[src/dip_pkg.sv]
`default_nettype none
package dip_pkg;

    localparam int EXP_BITS = 12;

    localparam logic [1:0] ST_OK        = 2'd0;
    localparam logic [1:0] ST_OVERFLOW  = 2'd1;
    localparam logic [1:0] ST_UNDERFLOW = 2'd2;
    localparam logic [1:0] ST_UNDEFINED = 2'd3;

    localparam logic [63:0] QNAN_BITS    = 64'h7FF8_0000_0000_0000;
    localparam logic [63:0] DEFNAN_BITS  = 64'hFFF8_0000_0000_0000;
    localparam logic [63:0] ONE_BITS     = 64'h3FF0_0000_0000_0000;
    localparam logic [63:0] QUIET_BIT    = 64'h0008_0000_0000_0000;

    // unbiased exponent, wide enough for sums and differences of two operands
    typedef logic signed [13:0] t_exp;

    typedef struct packed {
        logic [63:0]                base_bits;
        logic signed [EXP_BITS-1:0] exponent;
    } t_req;

    typedef struct packed {
        logic [63:0] power_bits;
        logic [1:0]  status;
    } t_res;

    typedef struct packed {
        logic load;
        logic init_acc;
        logic start_recip;
        logic start_step;
        logic take_result;
        logic write_out;
    } t_cmd;

    typedef struct packed {
        logic mag_zero;
        logic neg;
        logic steps_zero;
        logic fpu_done;
        logic out_free;
    } t_sts;

endpackage
`default_nettype wire

[src/double_integer_power.sv]
// Raises a binary64 base to a signed 12-bit integer power by repeated
// multiplication (positive power) or division (negative power) in one shared
// floating-point unit, each step rounded to nearest even with gradual
// underflow. One request is worked on at a time; the next is taken once the
// result sits in the output register. An operation with a zero, infinite or NaN
// operand needs no arithmetic, and a subnormal operand is first normalised one
// bit at a time. The unit holds a bit-serial divider and a four-pass 27x27
// multiplier. A power of zero needs no arithmetic. A stalled result holds the
// next result back from the output register, and with it the request after.
`default_nettype none
module double_integer_power
    import dip_pkg::*;
(
    input  wire logic i_clk,
    input  wire logic i_rst_n,
    input  wire logic i_valid,
    output logic      o_stall,
    input  wire t_req i_req,
    output logic      o_valid,
    input  wire logic i_stall,
    output t_res      o_res
);

    t_cmd cmd;
    t_sts sts;

    dip_ctrl u_ctrl (
        .i_clk   (i_clk),
        .i_rst_n (i_rst_n),
        .i_valid (i_valid),
        .i_sts   (sts),
        .o_stall (o_stall),
        .o_cmd   (cmd)
    );

    dip_dpath u_dpath (
        .i_clk   (i_clk),
        .i_rst_n (i_rst_n),
        .i_req   (i_req),
        .i_stall (i_stall),
        .i_cmd   (cmd),
        .o_sts   (sts),
        .o_valid (o_valid),
        .o_res   (o_res)
    );

endmodule
`default_nettype wire

[src/dip_fpu.sv]
`default_nettype none
module dip_fpu
    import dip_pkg::*;
(
    input  wire logic        i_clk,
    input  wire logic        i_rst_n,
    input  wire logic        i_start,
    input  wire logic        i_div,
    input  wire logic [63:0] i_a,
    input  wire logic [63:0] i_b,
    output logic             o_done,
    output logic [63:0]      o_res
);

    typedef enum logic [2:0] {F_IDLE, F_NORM, F_MUL, F_DIV, F_RND} t_fstate;

    t_fstate      r_state;
    logic         r_done;
    logic [63:0]  r_res;
    logic         r_sign;
    logic         r_div;
    logic [52:0]  r_ma, r_mb;
    t_exp         r_ea, r_eb;
    logic [5:0]   r_cnt;
    logic [53:0]  r_pp;
    logic [1:0]   r_psh;
    logic [105:0] r_prod;
    logic [54:0]  r_rem;
    logic [55:0]  r_q;
    logic [55:0]  r_n;
    t_exp         r_e;
    logic         r_st;

    // operand classification and the cases that need no arithmetic
    logic        a_nan, b_nan, a_inf, b_inf, a_zero, b_zero, sgn, special;
    logic [63:0] spec_res;

    always_comb begin
        a_nan  = (i_a[62:52] == 11'h7FF) && (i_a[51:0] != 52'd0);
        b_nan  = (i_b[62:52] == 11'h7FF) && (i_b[51:0] != 52'd0);
        a_inf  = (i_a[62:52] == 11'h7FF) && (i_a[51:0] == 52'd0);
        b_inf  = (i_b[62:52] == 11'h7FF) && (i_b[51:0] == 52'd0);
        a_zero = (i_a[62:0] == 63'd0);
        b_zero = (i_b[62:0] == 63'd0);
        sgn    = i_a[63] ^ i_b[63];
        special  = 1'b1;
        spec_res = {sgn, 63'd0};
        priority if (a_nan) begin
            spec_res = i_a | QUIET_BIT;
        end else if (b_nan) begin
            spec_res = i_b | QUIET_BIT;
        end else if (!i_div && ((a_inf && b_zero) || (a_zero && b_inf))) begin
            spec_res = DEFNAN_BITS;
        end else if (i_div && ((a_inf && b_inf) || (a_zero && b_zero))) begin
            spec_res = DEFNAN_BITS;
        end else if (a_inf || (!i_div && b_inf) || (i_div && b_zero)) begin
            spec_res = {sgn, 11'h7FF, 52'd0};
        end else if (a_zero || (!i_div && b_zero) || (i_div && b_inf)) begin
            spec_res = {sgn, 63'd0};
        end else begin
            special = 1'b0;
        end
    end

    // partial product selection: halves of 27 and 26 bits
    logic [26:0] mx, my;
    always_comb begin
        unique case (r_cnt[1:0])
            2'd0: begin
                mx = r_ma[26:0];         my = r_mb[26:0];
            end
            2'd1: begin
                mx = r_ma[26:0];         my = {1'b0, r_mb[52:27]};
            end
            2'd2: begin
                mx = {1'b0, r_ma[52:27]}; my = r_mb[26:0];
            end
            default: begin
                mx = {1'b0, r_ma[52:27]}; my = {1'b0, r_mb[52:27]};
            end
        endcase
    end

    logic [105:0] pp_shifted;
    always_comb begin
        unique case (r_psh)
            2'd0:    pp_shifted = {52'd0, r_pp};
            2'd1:    pp_shifted = {25'd0, r_pp, 27'd0};
            default: pp_shifted = {r_pp[51:0], 54'd0};
        endcase
    end

    // rounding to nearest even, with gradual underflow
    t_exp         be, sh_full, bexp;
    logic [5:0]   sh;
    logic [111:0] wide;
    logic [52:0]  m;
    logic         g, s, inc;
    logic [53:0]  rr;
    logic [51:0]  frac;
    logic [63:0]  rnd_res;

    always_comb begin
        be      = r_e + 14'sd1023;
        sh_full = 14'sd1 - be;
        sh      = (sh_full > 14'sd57) ? 6'd57 : sh_full[5:0];
        wide    = {r_n, 56'd0} >> sh;
        if (be > 14'sd0) begin
            m = r_n[55:3];
            g = r_n[2];
            s = (|r_n[1:0]) | r_st;
        end else begin
            m = wide[111:59];
            g = wide[58];
            s = (|wide[57:0]) | r_st;
        end
        inc = g & (s | m[0]);
        rr  = {1'b0, m} + {53'd0, inc};
        if (be > 14'sd0) begin
            bexp = be + {13'd0, rr[53]};
            frac = rr[53] ? 52'd0 : rr[51:0];
        end else begin
            bexp = {13'd0, rr[52]};
            frac = rr[51:0];
        end
        if (bexp >= 14'sd2047) begin
            rnd_res = {r_sign, 11'h7FF, 52'd0};
        end else begin
            rnd_res = {r_sign, bexp[10:0], frac};
        end
    end

    logic [54:0] rem_diff;
    assign rem_diff = r_rem - {2'b0, r_mb};

    always_ff @(posedge i_clk) begin
        r_done <= 1'b0;
        if (!i_rst_n) begin
            r_state <= F_IDLE;
        end else begin
            unique case (r_state)
                F_IDLE: begin
                    if (i_start) begin
                        r_sign <= sgn;
                        r_div  <= i_div;
                        if (special) begin
                            r_res  <= spec_res;
                            r_done <= 1'b1;
                        end else begin
                            r_ma    <= {i_a[62:52] != 11'd0, i_a[51:0]};
                            r_mb    <= {i_b[62:52] != 11'd0, i_b[51:0]};
                            r_ea    <= (i_a[62:52] == 11'd0) ? -14'sd1022
                                       : $signed({3'b0, i_a[62:52]}) - 14'sd1023;
                            r_eb    <= (i_b[62:52] == 11'd0) ? -14'sd1022
                                       : $signed({3'b0, i_b[62:52]}) - 14'sd1023;
                            r_state <= F_NORM;
                        end
                    end
                end
                F_NORM: begin
                    // subnormal operands: one bit a cycle until the lead bit is set
                    if (r_ma[52] && r_mb[52]) begin
                        r_cnt  <= 6'd0;
                        r_prod <= 106'd0;
                        r_rem  <= {2'b0, r_ma};
                        r_q    <= 56'd0;
                        r_state <= r_div ? F_DIV : F_MUL;
                    end else begin
                        if (!r_ma[52]) begin
                            r_ma <= {r_ma[51:0], 1'b0};
                            r_ea <= r_ea - 14'sd1;
                        end
                        if (!r_mb[52]) begin
                            r_mb <= {r_mb[51:0], 1'b0};
                            r_eb <= r_eb - 14'sd1;
                        end
                    end
                end
                F_MUL: begin
                    r_cnt <= r_cnt + 6'd1;
                    if (r_cnt < 6'd4) begin
                        r_pp  <= mx * my;
                        r_psh <= (r_cnt == 6'd0) ? 2'd0 : ((r_cnt == 6'd3) ? 2'd2 : 2'd1);
                    end
                    if (r_cnt >= 6'd1 && r_cnt <= 6'd4) begin
                        r_prod <= r_prod + pp_shifted;
                    end
                    if (r_cnt == 6'd5) begin
                        if (r_prod[105]) begin
                            r_n  <= r_prod[105:50];
                            r_st <= |r_prod[49:0];
                            r_e  <= r_ea + r_eb + 14'sd1;
                        end else begin
                            r_n  <= r_prod[104:49];
                            r_st <= |r_prod[48:0];
                            r_e  <= r_ea + r_eb;
                        end
                        r_state <= F_RND;
                    end
                end
                F_DIV: begin
                    // restoring division, one quotient bit a cycle
                    if (r_cnt == 6'd56) begin
                        r_n     <= r_q[55] ? r_q : {r_q[54:0], 1'b0};
                        r_e     <= r_q[55] ? (r_ea - r_eb) : (r_ea - r_eb - 14'sd1);
                        r_st    <= (r_rem != 55'd0);
                        r_state <= F_RND;
                    end else begin
                        r_cnt <= r_cnt + 6'd1;
                        if (r_rem >= {2'b0, r_mb}) begin
                            r_q   <= {r_q[54:0], 1'b1};
                            r_rem <= {rem_diff[53:0], 1'b0};
                        end else begin
                            r_q   <= {r_q[54:0], 1'b0};
                            r_rem <= {r_rem[53:0], 1'b0};
                        end
                    end
                end
                default: begin
                    r_res   <= rnd_res;
                    r_done  <= 1'b1;
                    r_state <= F_IDLE;
                end
            endcase
        end
    end

    assign o_done = r_done;
    assign o_res  = r_res;

endmodule
`default_nettype wire

[src/dip_dpath.sv]
`default_nettype none
module dip_dpath
    import dip_pkg::*;
(
    input  wire logic i_clk,
    input  wire logic i_rst_n,
    input  wire t_req i_req,
    input  wire logic i_stall,
    input  wire t_cmd i_cmd,
    output t_sts      o_sts,
    output logic      o_valid,
    output t_res      o_res
);

    logic [63:0]         r_base;
    logic [63:0]         r_acc;
    logic                r_neg;
    logic                r_mag_zero;
    logic                r_mag_ge2;
    logic [EXP_BITS-1:0] r_steps;
    logic                r_valid;
    t_res                r_res;

    logic [EXP_BITS-1:0] raw, mag;
    assign raw = i_req.exponent;
    assign mag = raw[EXP_BITS-1] ? (~raw + 1'b1) : raw;

    logic        fpu_start, fpu_done;
    logic [63:0] fpu_a, fpu_res;
    assign fpu_start = i_cmd.start_recip | i_cmd.start_step;
    assign fpu_a     = i_cmd.start_recip ? ONE_BITS : r_acc;

    dip_fpu u_fpu (
        .i_clk   (i_clk),
        .i_rst_n (i_rst_n),
        .i_start (fpu_start),
        .i_div   (r_neg),
        .i_a     (fpu_a),
        .i_b     (r_base),
        .o_done  (fpu_done),
        .o_res   (fpu_res)
    );

    logic acc_inf, acc_zero;
    assign acc_inf  = (r_acc[62:0] == 63'h7FF0_0000_0000_0000);
    assign acc_zero = (r_acc[62:0] == 63'd0);

    always_ff @(posedge i_clk) begin
        if (i_cmd.load) begin
            r_base     <= i_req.base_bits;
            r_neg      <= raw[EXP_BITS-1];
            r_mag_zero <= (mag == '0);
            r_mag_ge2  <= (mag > 1);
            r_steps    <= mag - 1'b1;
        end
        if (i_cmd.init_acc) begin
            r_acc <= r_base;
        end
        if (i_cmd.start_step) begin
            r_steps <= r_steps - 1'b1;
        end
        if (i_cmd.take_result) begin
            r_acc <= fpu_res;
        end
        if (i_cmd.write_out) begin
            if (r_mag_zero) begin
                if (r_base[62:0] == 63'd0) begin
                    r_res <= '{power_bits: QNAN_BITS, status: ST_UNDEFINED};
                end else begin
                    r_res <= '{power_bits: ONE_BITS, status: ST_OK};
                end
            end else begin
                r_res.power_bits <= r_acc;
                if (r_mag_ge2 && !r_neg && acc_inf) begin
                    r_res.status <= ST_OVERFLOW;
                end else if (r_mag_ge2 && r_neg && acc_zero) begin
                    r_res.status <= ST_UNDERFLOW;
                end else begin
                    r_res.status <= ST_OK;
                end
            end
        end
    end

    always_ff @(posedge i_clk) begin
        if (!i_rst_n) begin
            r_valid <= 1'b0;
        end else if (i_cmd.write_out) begin
            r_valid <= 1'b1;
        end else if (!i_stall) begin
            r_valid <= 1'b0;
        end
    end

    assign o_sts.mag_zero   = r_mag_zero;
    assign o_sts.neg        = r_neg;
    assign o_sts.steps_zero = (r_steps == '0);
    assign o_sts.fpu_done   = fpu_done;
    assign o_sts.out_free   = !r_valid || !i_stall;
    assign o_valid          = r_valid;
    assign o_res            = r_res;

endmodule
`default_nettype wire

[src/dip_ctrl.sv]
`default_nettype none
module dip_ctrl
    import dip_pkg::*;
(
    input  wire logic i_clk,
    input  wire logic i_rst_n,
    input  wire logic i_valid,
    input  wire t_sts i_sts,
    output logic      o_stall,
    output t_cmd      o_cmd
);

    typedef enum logic [2:0] {S_IDLE, S_CHECK, S_LOOP, S_WAIT, S_FINISH} t_state;

    t_state r_state, n_state;

    always_comb begin
        n_state = r_state;
        o_cmd   = '0;
        unique case (r_state)
            S_IDLE: begin
                if (i_valid) begin
                    o_cmd.load = 1'b1;
                    n_state    = S_CHECK;
                end
            end
            S_CHECK: begin
                priority if (i_sts.mag_zero) begin
                    n_state = S_FINISH;
                end else if (i_sts.neg) begin
                    o_cmd.start_recip = 1'b1;
                    n_state           = S_WAIT;
                end else begin
                    o_cmd.init_acc = 1'b1;
                    n_state        = S_LOOP;
                end
            end
            S_LOOP: begin
                if (i_sts.steps_zero) begin
                    n_state = S_FINISH;
                end else begin
                    o_cmd.start_step = 1'b1;
                    n_state          = S_WAIT;
                end
            end
            S_WAIT: begin
                if (i_sts.fpu_done) begin
                    o_cmd.take_result = 1'b1;
                    n_state           = S_LOOP;
                end
            end
            default: begin
                if (i_sts.out_free) begin
                    o_cmd.write_out = 1'b1;
                    n_state         = S_IDLE;
                end
            end
        endcase
    end

    always_ff @(posedge i_clk) begin
        if (!i_rst_n) begin
            r_state <= S_IDLE;
        end else begin
            r_state <= n_state;
        end
    end

    assign o_stall = (r_state != S_IDLE);

endmodule
`default_nettype wire

[config.mk]
export PLATFORM = sky130hd
export DESIGN_NAME = double_integer_power
export DESIGN_NICKNAME = d
export VERILOG_FILES = /design/src/dip_pkg.sv /design/src/double_integer_power.sv /design/src/dip_fpu.sv /design/src/dip_dpath.sv /design/src/dip_ctrl.sv
export SDC_FILE = /design/constraint.sdc
export NUM_CORES = 2
export LEC_CHECK = 0
export BUFFER_PORTS_ARGS = -buffer_cell sky130_fd_sc_hd__buf_4
export CAP_MARGIN = 30
export CORE_ASPECT_RATIO = 0.7
export CORE_MARGIN = 4
export CORE_UTILIZATION = 30
export DETAILED_ROUTE_END_ITERATION = 8
export PLACE_DENSITY = 0.56
export SKIP_LAST_GASP = 1
export SYNTH_ARGS = -nofsm -noshare
export SYNTH_HDL_FRONTEND = slang
export SYNTH_SLANG_ARGS = --single-unit
[constraint.sdc]
create_clock -name i_clk -period 28.1 [get_ports i_clk]
set_input_delay 2.81 -clock i_clk [delete_from_list [all_inputs] [get_ports i_clk]]
set_output_delay 2.81 -clock i_clk [all_outputs]
set_load 0.03 [all_outputs]
### After elaboration in Yosys (flattened, before gate mapping)

Cells that the tools add are included.

* bits in registers: 767
* output and inout port bits: 68
* logic and storage cells: 290

* $add $sub $neg: 18
* multipliers: 1
* order comparisons: 8
* eq/ne operators: 29
* shift-type cells: 1
* mux-type cells: 117
* bitwise logic cells: 8
* reduce and logical (&&, ||, !) cells: 78

Operator list (count)
* $mux W64: 9
* $mux W53: 9
* $pmux W106 S2: 2
* $mux W56: 6
* $pmux W56 S2: 2
* $mux W106: 2
* $pmux W53 S2: 2
* $mux W14: 15
* $logic_not A63 Y1: 3
* $mux W55: 3
* $pmux W64 S2: 1
* $mux W63: 2
* $shr A112 B6 Y112: 1
* $pmux W55 S2: 1
* $add A106 B106 Y106: 1
* $logic_not A52 Y1: 2
* $mux W52: 2
* $reduce_bool A52 Y1: 2
* $pmux W14 S2: 3
* $mux W66: 1
* $mux W65: 1
* $eq A63 B63 Y1 const B: 1
* $reduce_or A58 Y1: 1
* $ge A55 B53 Y1: 1
* other kinds (67): 187

### Logic depth before layout (Yosys ltp)

* depth after elaboration: 16
* gate-level depth with buffers: 43
* mapped depth without buffers: 36

### By module

A second synthesis with hierarchy kept.

* cells, all modules: 8328
* area total of the unflattened synthesis: 77137.7 um^2

Modules (own cells, without submodules)
* dip_fpu: times used 1, cells an instance 7660, area an instance 67642.4 um^2, sequential area each 16595.9 um^2
* dip_dpath: times used 1, cells an instance 630, area an instance 9237.6 um^2, sequential area each 6296.0 um^2
* dip_ctrl: times used 1, cells an instance 38, area an instance 257.7 um^2, sequential area each 60.1 um^2

### Worst setup path before layout

No wires, ideal clock.

* path type: input to register
* from: in i_rst_n
* to: reg u_dpath.u_fpu.r_q[0] (enable)
* library setup time: 0.892 ns
* data arrival time: 14.185 ns
* data required time: 27.208 ns
* path slack: 13.023 ns
* cell stages on the path: 2
* buffers on the path: 0
* cell sequence: nand2b_1 nor4b_1

* longest elaborated chain between the ends: 1

RTL lines
* start, declared: RTL line double_integer_power.sv:15 `input wire logic i_rst_n,`
* $reduce_and A4 Y1 (no source line)
* end signal, assigned: RTL line dip_fpu.sv:211 `r_q <= {r_q[54:0], 1'b1};`
* end signal, assigned: RTL line dip_fpu.sv:214 `r_q <= {r_q[54:0], 1'b0};`
* end, declared: RTL line dip_fpu.sv:29 `logic [55:0] r_q;`

No other way between the ends.
A chain may end at the register's enable or synchronous reset.

### Final worst setup path

* from: reg u_dpath.u_fpu.r_e[1]
* to: reg u_dpath.u_fpu.r_res[31], in the netlist u_dpath.u_fpu.o_res[31], data pin

* longest elaborated chain between the ends: 16
* elaborated cells on any way between the ends: 21

RTL lines
* start, declared: RTL line dip_fpu.sv:31 `t_exp r_e;`
* start signal, assigned: RTL line dip_fpu.sv:192 `r_e <= r_ea + r_eb + 14'sd1;`
* start signal, assigned: RTL line dip_fpu.sv:196 `r_e <= r_ea + r_eb;`
* start signal, assigned: RTL line dip_fpu.sv:205 `r_e <= r_q[55] ? (r_ea - r_eb) : (r_ea - r_eb - 14'sd1);`
* $add A14 B11 Y14 *: RTL line dip_fpu.sv:104 `be = r_e + 14'sd1023;`
* $sub A2 B14 Y14: RTL line dip_fpu.sv:105 `sh_full = 14'sd1 - be;`
* $gt A14 B7 Y1: RTL line dip_fpu.sv:106 `sh = (sh_full > 14'sd57) ? 6'd57 : sh_full[5:0];`
* $mux W6: RTL line dip_fpu.sv:106
* $shr A112 B6 Y112: RTL line dip_fpu.sv:107 `wide = {r_n, 56'd0} >> sh;`
* $reduce_or A58 Y1: RTL line dip_fpu.sv:115 `s = (|wide[57:0]) | r_st;`
* $or A1 B1 Y1: RTL line dip_fpu.sv:115
* $mux W1: RTL line dip_fpu.sv:108 `if (be > 14'sd0) begin`
* $or A1 B1 Y1: RTL line dip_fpu.sv:117 `inc = g & (s | m[0]);`
* $and A1 B1 Y1: RTL line dip_fpu.sv:117
* $add A53 B1 Y54: RTL line dip_fpu.sv:118 `rr = {1'b0, m} + {53'd0, inc};`
* $add A14 B1 Y14: RTL line dip_fpu.sv:120 `bexp = be + {13'd0, rr[53]};`
* $mux W14: RTL line dip_fpu.sv:119 `if (be > 14'sd0) begin`
* $ge A14 B12 Y1: RTL line dip_fpu.sv:126 `if (bexp >= 14'sd2047) begin`
* $mux W63 *: RTL line dip_fpu.sv:126
* $pmux W64 S2 *: RTL line dip_fpu.sv:141 `unique case (r_state)`
* end signal, assigned: RTL line dip_fpu.sv:147 `r_res <= spec_res;`
* end signal, assigned: RTL line dip_fpu.sv:220 `r_res <= rnd_res;`
* end, declared: RTL line dip_fpu.sv:19 `logic [63:0] r_res;`

Every way passes the cells marked *; elsewhere a longest branch is shown, timed or not.

==> impl_metrics.py <==
metrics = {
    "place": {
        "buffer_ports.inserted": 147,
        "place_hpwl_um": 249000,
        "gp_congestion": 0.998,
    },
    "clock_tree": {
        "cts_bufs_inserted": 88,
        "post_cts.repair.setup_buffers": 0,
        "tritoncts_clock_tree": "yes",
        "worstSkewPairLatency_ns": 0.73,
        "cts.repair.resized": 0,
        "cts-hold-fix-buffers": 0,
        "clockBufferDepth": 3,
        "clock_tree.root_cell": "sky130_fd_sc_hd__clkbuf_16",
        "clkSinkCount": 767,
        "path_clk_slew_ns": 0.06,
        "ctsHtreeMaxLevel": 3,
    },
    "grt": {
        "groute.usage.overall_pct": 23.6,
        "grt_first_pass_wirelength_um": 467000,
        "first_global_vias": 64100,
        "grt_residual_overflow": 0,
        "grt_max_degree": 82,
        "antenna_found_initial": 23,
    },
    "worst_setup_path": {
        "number_of_cells_traversed_by_the_worst_register_to_register_path": 36,
        "worstSetupStartpoint": "u_dpath.u_fpu.r_e[1]",
        "path_depth": 36,
        "worstSetupEndpoint": "u_dpath.u_fpu.o_res[31]",
        "crit_path_max_fanout": 49,
        "timing.critical_path.arrival_ns": 12.89,
        "number_of_buffer_and_inverter_instances_along_the_worst_setup_path": 5,
        "crit_top_cell": "sky130_fd_sc_hd__buf_4",
        "r2r_start": "u_dpath.u_fpu.r_e[1]",
        "regToRegEndpoint": "u_dpath.u_fpu.o_res[31]",
        "critical_path_class": "reg2reg",
        "end_kind": "flop",
        "critical_path.startpoint_type": "flop",
        "path_delay_family": "simple AND/OR/NAND/NOR gates",
        "critPathSlowestCell": "sky130_fd_sc_hd__edfxtp_1",
        "rrSetupSlack_ns": 15.64,
        "slowest_delay_ns": 0.60,
        "req_time_crit_path_ns": 28.53,
    },
    "synth": {
        "mappedNetlistArea_um2": 77300,
        "synth-warning-count": 0,
        "ys_dominant_reg_cell": "sky130_fd_sc_hd__edfxtp_1",
        "syn_inst": 8343,
        "post-synth-top-area-fraction_pct": 29.5,
        "synth.area.top_cells": "sky130_fd_sc_hd__edfxtp_1, sky130_fd_sc_hd__fa_1, sky130_fd_sc_hd__ha_1, sky130_fd_sc_hd__nand2_1, sky130_fd_sc_hd__inv_1",
        "ys_seq_area_share_pct": 29.7,
        "post_synth.cell_area_avg_um2": 9.26,
        "number_of_flops_mapped_to_enable_cells_by_yosys": 759,
        "mappedNetlistNets": 9450,
        "synth.largest_area_cell": "sky130_fd_sc_hd__edfxtp_1",
        "yosysUniqueCellTypes": 120,
        "synth-seq-cells": 767,
        "synthArstFlopShare_pct": 0,
    },
    "die": {
        "die_h_um": 433,
        "initial_core_util_pct": 30.2,
        "die_w_um": 615,
        "std_cell_rows": 155,
        "fp.coreArea_um2": 256000,
        "ios": 148,
        "die_area_um2": 266000,
    },
    "timing": {
        "number_of_setup_violations_in_the_final_report": 0,
        "timing.max_slew.rel_slack_pct": 21.6,
        "fin_crit_ns": 12.46,
        "post-route-period-util_pct": 44.3,
        "timing.final.hold_violations": 0,
        "finClkSkew_ns": 0.0560,
        "fmax_ghz": 0.0803,
        "rsz0062_at_grt": "no",
        "tightest_slew_ns": 1.15,
        "final_max_slew_viol_count": 0,
        "tns_ns": 0,
    },
    "routing": {
        "drc": 0,
        "detail_route.first_pass.iterations": 6,
        "vias": 66800,
        "post_detailed_route_wirelength_per_cell_um": 27.5,
        "post_route_antenna_net_violation_count": 0,
        "via_count_normalized_by_instance_count": 5.68,
        "first_iter_violations": 8313,
        "routed_wl_um": 323000,
    },
    "cells_and_area": {
        "areaGrowthSynthToFinish_pct": 10.8,
        "final_cell_mix": "sky130_fd_sc_hd__nand2_1, sky130_fd_sc_hd__inv_1, sky130_fd_sc_hd__edfxtp_1, sky130_fd_sc_hd__fa_1, sky130_fd_sc_hd__nor2_1",
        "num-nets-final": 9407,
        "drive_gt1_share_pct": 9.11,
        "mostFrequentLayoutCell": "sky130_fd_sc_hd__nand2_1",
    },
    "hold_path": {
        "hp-class": "reg2reg",
        "hp-start": "u_dpath.u_fpu.r_sign",
    },
    "status": {
        "run_status": "completed",
    },
    "flow_run": {
        "maxcap_viol_count": 0,
    },
}
## state kept, by name, summed over array words and instances, names as in the netlist, 14 cells and up
signal / flops
u_dpath.o_res: 66
u_dpath.r_acc: 64
u_dpath.r_base: 64
u_dpath.u_fpu.o_res: 64
u_dpath.u_fpu.r_e: 14
u_dpath.u_fpu.r_ea: 14
u_dpath.u_fpu.r_eb: 14
u_dpath.u_fpu.r_ma: 53
u_dpath.u_fpu.r_mb: 53
u_dpath.u_fpu.r_n: 56
u_dpath.u_fpu.r_pp: 54
u_dpath.u_fpu.r_prod: 106
u_dpath.u_fpu.r_q: 56
u_dpath.u_fpu.r_rem: 55
## worst min path at each step
stage,slack (ns),to,cells past startpoint
finish,0.53,u_dpath.u_fpu.o_res[63],2
global route,0.55,u_dpath.r_acc[13],1
floorplan,0.49,u_dpath.u_fpu.o_res[63],2
CTS,0.53,u_dpath.u_fpu.o_res[63],2
detailed placement,0.51,u_dpath.u_fpu.o_res[63],2
global placement,0.50,u_dpath.u_fpu.o_res[63],2
## final cells by class
cell class,count,area [µm²]
diodes,3,7.51
clock buffers,97,2280
flip-flops and latches,767,23000
well taps,3375,4220
inverters,852,3200
repair buffers,350,2730
clock inverters,66,727
multi-input cells,6241,49500
fillers,26100,170000
## worst reg2reg max path, delay by kind of cell (launching register included)
family | cells | cell delay, ns
AND/OR/NAND/NOR | 14 | 4.87
buffers and inverters | 5 | 1.49
flip-flops | 1 | 0.60
XOR/XNOR | 2 | 0.62
adder cells (fa/ha/maj) | 3 | 0.82
AO/OA/AOI/OAI | 12 | 3.77
## Yosys cell counts (167+ instances only)
library cell               number
sky130_fd_sc_hd__nor2b_1      167
sky130_fd_sc_hd__inv_1        851
sky130_fd_sc_hd__clkbuf_1     377
sky130_fd_sc_hd__mux2i_1      195
sky130_fd_sc_hd__nand2_1     1097
sky130_fd_sc_hd__nor2_1       525
sky130_fd_sc_hd__edfxtp_1     759
sky130_fd_sc_hd__xnor2_1      220
sky130_fd_sc_hd__fa_1         628
sky130_fd_sc_hd__a21oi_1      391
sky130_fd_sc_hd__o21ai_0      330
sky130_fd_sc_hd__ha_1         399
## metrics by stage
stage | setup slack (ns) | utilization [%] | hold slack [ns] | instances | area (µm²)
after CTS | 15.75 | 33.5 | 0.531 | 11700 | 85600
after global routing | 14.99 | 33.5 | 0.548 | 11700 | 85600
after global placement | 15.63 | 32.2 | 0.500 | 11600 | 82400
after floorplan | 13.02 | - | 0.492 | 8343 | 77300
after detailed placement | 15.88 | 32.3 | 0.515 | 11600 | 82600
final | 15.64 | 33.5 | 0.526 | 11800 | 85600
## logic make-up (layout without fill, tap and decap cells)
family / count (synthesis) / in the layout / share of synthesized area, %
simple gates: 2738 / 2738 / 16.9
other cells: 0 / 3 / 0
xor+xnor: 360 / 360 / 4.10
flops: 767 / 767 / 29.7
compound gates: 1812 / 1812 / 15.7
buf+inv: 1335 / 1365 / 6.71
fa+ha+maj: 1027 / 1027 / 22.7
mux: 304 / 304 / 4.13
## metal layers
metal | part of all wire, % | track usage [%] | vias up
li1 | - | - | 29100
met1 | 47 | 37.0 | 33700
met2 | 39 | 32.3 | 3574
met3 | 11 | 5.71 | 393
met4 | 2.4 | 4.99 | 4
met5 | 0.011 | 0 | -
Power is not shown: default switching activity piles up to over one toggle a cycle in this logic, so the estimate is an artifact.
